--- src/rtl/rtffe_pkg.sv ---
// Package with the codes, field tables and stream widths of the radar field extractor.
`timescale 1ns / 1ps

package rtffe_pkg;

   localparam int REQ_TDATA_W = 8;
   localparam int RSP_TDATA_W = 56;

   localparam logic [1:0] KIND_HEADER = 2'd0;
   localparam logic [1:0] KIND_BASIC  = 2'd1;
   localparam logic [1:0] KIND_TARGET = 2'd2;
   localparam logic [1:0] KIND_LANE   = 2'd3;

   localparam logic [15:0] TAG_HEADER = 16'hABCD;
   localparam logic [15:0] TAG_BASIC  = 16'h4A42;
   localparam logic [15:0] TAG_TARGET = 16'h4D42;
   localparam logic [15:0] TAG_LANE   = 16'h444C;

   localparam logic [15:0] TARGET_OVERHEAD = 16'd5;
   localparam logic [15:0] LANE_OVERHEAD   = 16'd2;
   // Division by the 29-byte target record is a multiply by ceil(2^19 / 29), exact for 16 bits.
   localparam logic [15:0] TARGET_RECIP       = 16'd18079;
   localparam int          TARGET_RECIP_SHIFT = 19;
   localparam int          LANE_RECORD_SHIFT  = 2;

   localparam logic [4:0] BASIC_LAST        = 5'd20;
   localparam logic [4:0] TARGET_REC_FIELDS = 5'd16;
   localparam logic [4:0] LANE_REC_FIELDS   = 5'd3;

   localparam logic [2:0] BASIC_WIDTHS [0:20] = '{
      3'd2, 3'd1, 3'd1, 3'd1, 3'd1, 3'd1, 3'd1, 3'd1, 3'd1, 3'd1, 3'd1,
      3'd1, 3'd1, 3'd1, 3'd1, 3'd2, 3'd1, 3'd1, 3'd2, 3'd1, 3'd2
   };
   localparam logic [2:0] TARGET_WIDTHS [0:16] = '{
      3'd2, 3'd1, 3'd2, 3'd2, 3'd2, 3'd1, 3'd1, 3'd2, 3'd2,
      3'd2, 3'd2, 3'd1, 3'd4, 3'd4, 3'd1, 3'd1, 3'd1
   };
   localparam logic [2:0] LANE_WIDTHS [0:3] = '{3'd2, 3'd1, 3'd2, 3'd1};

   function automatic logic [4:0] rec_fields(input logic [1:0] kind);
      return (kind == KIND_TARGET) ? TARGET_REC_FIELDS : LANE_REC_FIELDS;
   endfunction

   // Byte count of the field at a position; positions past a table take one byte.
   function automatic logic [2:0] field_width(input logic [1:0] kind,
                                              input logic [4:0] pos);
      logic [2:0] width;
      width = 3'd1;
      if (pos == 5'd0 || kind == KIND_HEADER) begin
         width = 3'd2;
      end else begin
         case (kind)
            KIND_BASIC: begin
               if (pos <= BASIC_LAST) width = BASIC_WIDTHS[pos];
            end
            KIND_TARGET: begin
               if (pos <= TARGET_REC_FIELDS) width = TARGET_WIDTHS[pos];
            end
            KIND_LANE: begin
               if (pos <= LANE_REC_FIELDS) width = LANE_WIDTHS[pos[1:0]];
            end
            default: width = 3'd2;
         endcase
      end
      return width;
   endfunction

   function automatic logic is_last(input logic [1:0] kind, input logic [4:0] pos);
      logic last;
      case (kind)
         KIND_HEADER: last = 1'b1;
         KIND_BASIC:  last = (pos >= BASIC_LAST);
         default:     last = (pos > rec_fields(kind));
      endcase
      return last;
   endfunction

endpackage

--- src/rtl/radar_traffic_frame_field_extractor_top.sv ---
// Top level of the radar traffic frame field extractor.
`timescale 1ns / 1ps

// The block takes one byte of the radar frame stream per transaction and returns one
// transaction for every field that completes: the module kind, the field position,
// the 1-based record number inside a target or lane module, the big-endian field value
// and a last flag on the final field of the module. A two-byte tag opens each module;
// an unknown tag is dropped along with both of its bytes. One byte is taken per clock
// while the output register is free or being read: a byte passes through an input
// register, one step of the field table logic, and an output register that holds a field until it is taken.
// The only deep path is the record count of a target module, a 16 by 16 multiply by the
// reciprocal of the record size, done in the same step as the length field.
module radar_traffic_frame_field_extractor_top (
   input  logic                               clock,
   input  logic                               reset,
   input  logic                               req_tvalid,
   output logic                               req_tready,
   // Fields from bit 0: in_byte[7:0].
   input  logic [rtffe_pkg::REQ_TDATA_W-1:0]  req_tdata,
   output logic                               rsp_tvalid,
   input  logic                               rsp_tready,
   // Fields from bit 0: module_kind[1:0], field_index[6:2], record_index[20:7],
   // field_value[52:21], zero fill[55:53].
   output logic [rtffe_pkg::RSP_TDATA_W-1:0]  rsp_tdata,
   // Carries module_done.
   output logic                               rsp_tlast
);
   import rtffe_pkg::*;

   typedef enum logic [1:0] {
      PH_TAG1,
      PH_TAG2,
      PH_BODY
   } phase_type;

   phase_type   phase_ff, phase_in;
   logic [7:0]  tag_high_ff, tag_high_in;
   logic [1:0]  module_ff, module_in;
   logic [4:0]  pos_ff, pos_in;
   logic [1:0]  bif_ff, bif_in;
   logic [31:0] acc_ff, acc_in;
   logic [13:0] left_ff, left_in;
   logic [13:0] recnum_ff, recnum_in;

   logic        in_valid_ff, in_valid_in;
   logic [7:0]  in_byte_ff, in_byte_in;

   logic        out_valid_ff, out_valid_in;
   logic [1:0]  out_kind_ff, out_kind_in;
   logic [4:0]  out_index_ff, out_index_in;
   logic [13:0] out_rec_ff, out_rec_in;
   logic [31:0] out_value_ff, out_value_in;
   logic        out_done_ff, out_done_in;

   logic        go;
   logic [15:0] tag;
   logic [31:0] acc_next;
   logic [2:0]  cnt;
   logic [2:0]  width;
   logic        last;
   logic        in_record;
   logic [4:0]  nrec;
   logic [15:0] len;
   logic [15:0] len_tgt;
   logic [15:0] len_lane;
   logic [31:0] prod;
   logic [13:0] count;
   logic [13:0] left_dec;

   assign go         = in_valid_ff && (!out_valid_ff || rsp_tready);
   assign req_tready = !in_valid_ff || go;

   assign rsp_tvalid = out_valid_ff;
   assign rsp_tlast  = out_done_ff;
   assign rsp_tdata  = {3'b000, out_value_ff, out_rec_ff, out_index_ff, out_kind_ff};

   assign tag       = {tag_high_ff, in_byte_ff};
   assign acc_next  = {acc_ff[23:0], in_byte_ff};
   assign cnt       = {1'b0, bif_ff} + 3'd1;
   assign width     = field_width(module_ff, pos_ff);
   assign last      = is_last(module_ff, pos_ff);
   assign nrec      = rec_fields(module_ff);
   assign in_record = (module_ff == KIND_TARGET || module_ff == KIND_LANE) &&
                      pos_ff >= 5'd1 && pos_ff <= nrec;
   assign len       = acc_next[15:0];
   assign len_tgt   = len - TARGET_OVERHEAD;
   assign len_lane  = len - LANE_OVERHEAD;
   assign prod      = {16'b0, len_tgt} * {16'b0, TARGET_RECIP};
   assign left_dec  = left_ff - 14'd1;

   always_comb begin
      count = 14'd0;
      if (module_ff == KIND_TARGET) begin
         if (len >= TARGET_OVERHEAD) count = 14'(prod >> TARGET_RECIP_SHIFT);
      end else begin
         if (len >= LANE_OVERHEAD) count = 14'(len_lane >> LANE_RECORD_SHIFT);
      end
   end

   always_comb begin
      phase_in    = phase_ff;
      tag_high_in = tag_high_ff;
      module_in   = module_ff;
      pos_in      = pos_ff;
      bif_in      = bif_ff;
      acc_in      = acc_ff;
      left_in     = left_ff;
      recnum_in   = recnum_ff;

      in_valid_in = in_valid_ff;
      in_byte_in  = in_byte_ff;
      if (req_tvalid && req_tready) begin
         in_valid_in = 1'b1;
         in_byte_in  = req_tdata;
      end else if (go) begin
         in_valid_in = 1'b0;
      end

      out_valid_in = out_valid_ff && !rsp_tready;
      out_kind_in  = out_kind_ff;
      out_index_in = out_index_ff;
      out_rec_in   = out_rec_ff;
      out_value_in = out_value_ff;
      out_done_in  = out_done_ff;

      if (go) begin
         case (phase_ff)
            PH_TAG1: begin
               tag_high_in = in_byte_ff;
               phase_in    = PH_TAG2;
            end
            PH_TAG2: begin
               phase_in = PH_BODY;
               case (tag)
                  TAG_HEADER: module_in = KIND_HEADER;
                  TAG_BASIC:  module_in = KIND_BASIC;
                  TAG_TARGET: module_in = KIND_TARGET;
                  TAG_LANE:   module_in = KIND_LANE;
                  default:    phase_in  = PH_TAG1;
               endcase
               pos_in = 5'd0;
               bif_in = 2'd0;
               acc_in = 32'd0;
            end
            PH_BODY: begin
               if (cnt < width) begin
                  bif_in = cnt[1:0];
                  acc_in = acc_next;
               end else begin
                  out_valid_in = 1'b1;
                  out_kind_in  = module_ff;
                  out_index_in = pos_ff;
                  out_rec_in   = in_record ? recnum_ff : 14'd0;
                  out_value_in = acc_next;
                  out_done_in  = last;
                  bif_in       = 2'd0;
                  acc_in       = 32'd0;
                  if (last) begin
                     phase_in = PH_TAG1;
                     pos_in   = 5'd0;
                  end else if (module_ff == KIND_BASIC) begin
                     pos_in = pos_ff + 5'd1;
                  end else if (pos_ff == 5'd0) begin
                     left_in = count;
                     if (count != 14'd0) begin
                        recnum_in = 14'd1;
                        pos_in    = 5'd1;
                     end else begin
                        recnum_in = 14'd0;
                        pos_in    = nrec + 5'd1;
                     end
                  end else if (pos_ff == nrec) begin
                     left_in = left_dec;
                     if (left_dec != 14'd0) begin
                        recnum_in = recnum_ff + 14'd1;
                        pos_in    = 5'd1;
                     end else begin
                        pos_in = nrec + 5'd1;
                     end
                  end else begin
                     pos_in = pos_ff + 5'd1;
                  end
               end
            end
            default: phase_in = PH_TAG1;
         endcase
      end
   end

   always_ff @(posedge clock) begin
      if (reset) begin
         phase_ff     <= PH_TAG1;
         tag_high_ff  <= 8'd0;
         module_ff    <= KIND_HEADER;
         pos_ff       <= 5'd0;
         bif_ff       <= 2'd0;
         acc_ff       <= 32'd0;
         left_ff      <= 14'd0;
         recnum_ff    <= 14'd0;
         in_valid_ff  <= 1'b0;
         out_valid_ff <= 1'b0;
      end else begin
         phase_ff     <= phase_in;
         tag_high_ff  <= tag_high_in;
         module_ff    <= module_in;
         pos_ff       <= pos_in;
         bif_ff       <= bif_in;
         acc_ff       <= acc_in;
         left_ff      <= left_in;
         recnum_ff    <= recnum_in;
         in_valid_ff  <= in_valid_in;
         out_valid_ff <= out_valid_in;
      end
      in_byte_ff   <= in_byte_in;
      out_kind_ff  <= out_kind_in;
      out_index_ff <= out_index_in;
      out_rec_ff   <= out_rec_in;
      out_value_ff <= out_value_in;
      out_done_ff  <= out_done_in;
   end

endmodule

--- config.mk ---
export PLATFORM = sky130hd
export DESIGN_NAME = radar_traffic_frame_field_extractor_top
export DESIGN_NICKNAME = d
export VERILOG_FILES = /design/src/rtl/rtffe_pkg.sv /design/src/rtl/radar_traffic_frame_field_extractor_top.sv
export SDC_FILE = /design/constraint.sdc
export NUM_CORES = 1
export LEC_CHECK = 0
export BUFFER_PORTS_ARGS = -buffer_cell sky130_fd_sc_hd__buf_2
export CAP_MARGIN = 10
export CORE_MARGIN = 1.5
export CORE_UTILIZATION = 65
export CTS_BUF_LIST = sky130_fd_sc_hd__clkbuf_16
export DETAILED_ROUTE_END_ITERATION = 10
export PLACE_DENSITY = 0.84
export SLEW_MARGIN = 5
export SYNTH_ARGS = -nofsm -noshare
export SYNTH_HDL_FRONTEND = slang
export SYNTH_SLANG_ARGS = --single-unit
--- constraint.sdc ---
create_clock -name clock -period 13.2 [get_ports clock]
set_input_delay 1.32 -clock clock [delete_from_list [all_inputs] [get_ports clock]]
set_output_delay 1.32 -clock clock [all_outputs]
set_load 0.005 [all_outputs]
==> flow_summary.yaml <==
outcome:
  outcome: "completed"
logic_synthesis:
  synth_area_per_cell_um2: 9.15
  syn_inst: 1266
  async_flop_share_pct: 0
  syn_area_um2: 11600
  yosysSeqAreaShare_pct: 28.7
  synth_flop_cell: "dfxtp_1"
  synth_seq_cells: 135
  synth_edf_count: 62
  yosysWarnings: 0
  yosysUniqueCellTypes: 74
grt:
  grt_max_degree: 63
  antenna_found_initial: 0
  gr-total-overflow: 0
  grt_pass1_vias: 9402
  grt_first_pass_wirelength_mm: 46.6
  grt_use_total_pct: 32.1
clock_tree:
  clock-sinks: 135
  cts_buffers: 17
  post_cts_buffers: 0
  cts-resized-gates: 0
  cts_root_buffer: "clkbuf_16"
  path_clk_slew_ns: 0.07
  ctsHoldBuffers: 0
  cts_tree: "done"
  clk_latency_ns: 0.43
  clockBufferDepth: 2
  cts_max_level: 4
setup_path:
  r2r_slack_ns: 3.78
  reg2reg_from: "in_byte_ff[1]"
  crit_required_ns: 13.55
  worst-setup-path-type: "reg2reg"
  worst-path-max-fanout: 8
  crit_arrival_ns: 9.77
  worstReg2RegEnd: "pos_ff[4]"
  reg2reg_depth: 26
  crit_path_end_kind: "flip-flop"
  start_kind: "flip-flop"
min_path:
  min_path_type: "reg2reg"
  hold_depth: 0
  hold_start: "acc_ff[18]"
  holdPathEnd: "out_value_ff[26]"
sta:
  fmax_ghz: 0.106
  timing.hold.ws_ns: 0.433
  post-route-period-util_pct: 71.4
  hold_viol: 0
  slew_violations: 0
  setup_viol: 0
  fin_worst_skew_ns: 0.0103
  grt_setup_unrepaired: "false"
  worst_pin_slew_ns: 1.06
  slew-limit-headroom_pct: 28.7
  fin_crit_ns: 9.42
  finalSetupTns_ns: 0
pwr:
  powerDensity_nw_per_um2: 176
  p_leak_nw: 5.85
  total_power_w: 0.00221
  vdd_drop_max_uv: 254
routing:
  first_iter_violations: 1030
  final_antenna_net_count: 0
  drc: 0
  wirelength_mm: 28.9
  first_pass_iters: 6
  vias: 9622
  via_per_inst: 6.25
  wl_per_cell_um: 18.8
placed_design:
  dpl.hpwl_mm: 21.5
  gp_congestion: 0.991
  port_buffers: 67
run:
  maxCapViolCount: 0
floorplan:
  num_io_pins: 71
  die_x_um: 136
  num_rows: 48
  start_util_pct: 66.7
  core_um2: 17400
  design.die.area_um2: 18600
  die_h_um: 136
cells_and_area:
  area_delta_synth_final_pct: 8.63
  nNetsFinal: 1535
  finalCoreUtilization_pct: 72.5
  layout-drive-gt1-share_pct: 8.82
  n_antenna_cell: 0
==> power by group <==
part	leakage, nW	switching [W]	internal, W	total, W
clock network	0.277	0.000203	0.000263	0.000465
logic	4.32	0.000809	0.000489	0.00130
registers	1.25	0.00000839	0.000439	0.000447
==> through the flow <==
| stage | cells | cell area (um2) | worst slack (ns) |
|---|---|---|---|
| 2_1_floorplan | 1268 | 11600 | 5.29 |
| 5_1_grt | 1540 | 12600 | 3.45 |
| 3_5_place_dp | 1508 | 12000 | 4.04 |
| 3_3_place_gp | 1508 | 12000 | 4.27 |
| 4_1_cts | 1540 | 12600 | 3.97 |
| 6_report | 1540 | 12600 | 3.78 |
==> per-layer routing <==
layer	wire length (um)	track usage, %	vias up
li1	-	-	4416
met1	12200	43.3	4632
met2	13700	52.3	503
met3	2260	6.26	71
met4	730	9.69	0
met5	0	0	-
==> flip-flops by register name, indices dropped and copies added, names as in the netlist <==
| register | flops |
|---|---|
| out_rec_ff | 14 |
| left_ff | 14 |
| acc_ff | 24 |
| out_kind_ff | 2 |
| in_byte_ff | 8 |
| recnum_ff | 14 |
| rsp_tlast | 1 |
| phase_ff | 2 |
| pos_ff | 5 |
| bif_ff | 2 |
| module_ff | 2 |
| out_value_ff | 32 |
| tag_high_ff | 8 |
| rsp_tvalid | 1 |
| in_valid_ff | 1 |
| out_index_ff | 5 |
==> cells in the final DEF, fill, tap and decap left out, types with 43 or more instances in the layout <==
cell type / netlist / routed
a21oi_1: 95 / 95
buf_2: 3 / 67
dfxtp_1: 73 / 73
edfxtp_1: 62 / 62
fa_1: 82 / 82
ha_1: 139 / 139
inv_1: 185 / 186
nand2_1: 96 / 96
nand3_1: 55 / 55
nor2_1: 77 / 76
o21ai_0: 43 / 43
==> synth_stat cells, types with 25 or more instances <==
library cell / count / area share [%]
nand2_1: 96 / 3.1
a21oi_1: 95 / 4.1
ha_1: 139 / 15
nor2_1: 77 / 2.5
inv_1: 185 / 6.0
xor2_1: 26 / 2.0
dfxtp_1: 73 / 13
o21ai_0: 43 / 1.9
fa_1: 82 / 14
clkbuf_1: 47 / 1.5
edfxtp_1: 62 / 16
nor3_1: 25 / 1.1
xnor2_1: 27 / 2.0
nand3_1: 55 / 2.4
==> worst max path at each step <==
stage	start	depth (start not counted)	slack [ns]	to
after floorplan	in_byte_ff[5]	26	5.29	pos_ff[0]
after global placement	in_byte_ff[1]	26	4.27	pos_ff[0]
after detailed placement	in_byte_ff[1]	26	4.04	pos_ff[0]
after CTS	in_byte_ff[1]	26	3.97	pos_ff[4]
after global routing	in_byte_ff[1]	26	3.45	pos_ff[4]
final	in_byte_ff[1]	26	3.78	pos_ff[4]
==> critical path: stages, from the launching register on <==
cell and delay [ns]:
edfxtp_1 0.53, inv_1 0.21, ha_1 0.24, a21oi_1 0.35, nand3_1 0.23, or3_1 0.41
xnor2_1 0.84, inv_1 0.16, fa_1 0.52, fa_1 0.50, inv_1 0.06, fa_1 0.52
fa_1 0.45, fa_1 0.56, inv_1 0.06, fa_1 0.52, inv_1 0.04, ha_1 0.29
nand4_1 0.24, or4_1 0.64, o31ai_1 0.56, o211a_1 0.26, nand2_1 0.09, a2111o_1 0.39
nor4_1 0.31, o21ai_0 0.17, a21oi_1 0.17
==> cells by family after synthesis <==
| family | after synthesis | share of synthesized area (%) |
|---|---|---|
| AOI/OAI and AO/OA | 232 | 12.7 |
| xor gates and xnor gates | 54 | 4.20 |
| other | 1 | 0.0324 |
| adders and majority gates | 221 | 29.2 |
| and+or+nand+nor | 376 | 16.5 |
| buffers and inverters | 241 | 8.00 |
| DFF | 135 | 28.7 |
| muxes | 6 | 0.627 |
==> final cells by class <==
class	instances	area, um2
Clock inverter	15	139
Tap cell	225	282
Timing Repair Buffer	71	365
Clock buffer	17	425
Sequential cell	135	3320
Inverter	185	694
Fill cell	1214	4770
Multi-Input combinational cell	892	7350
No activity file was read; power rests on OpenSTA's default activity.
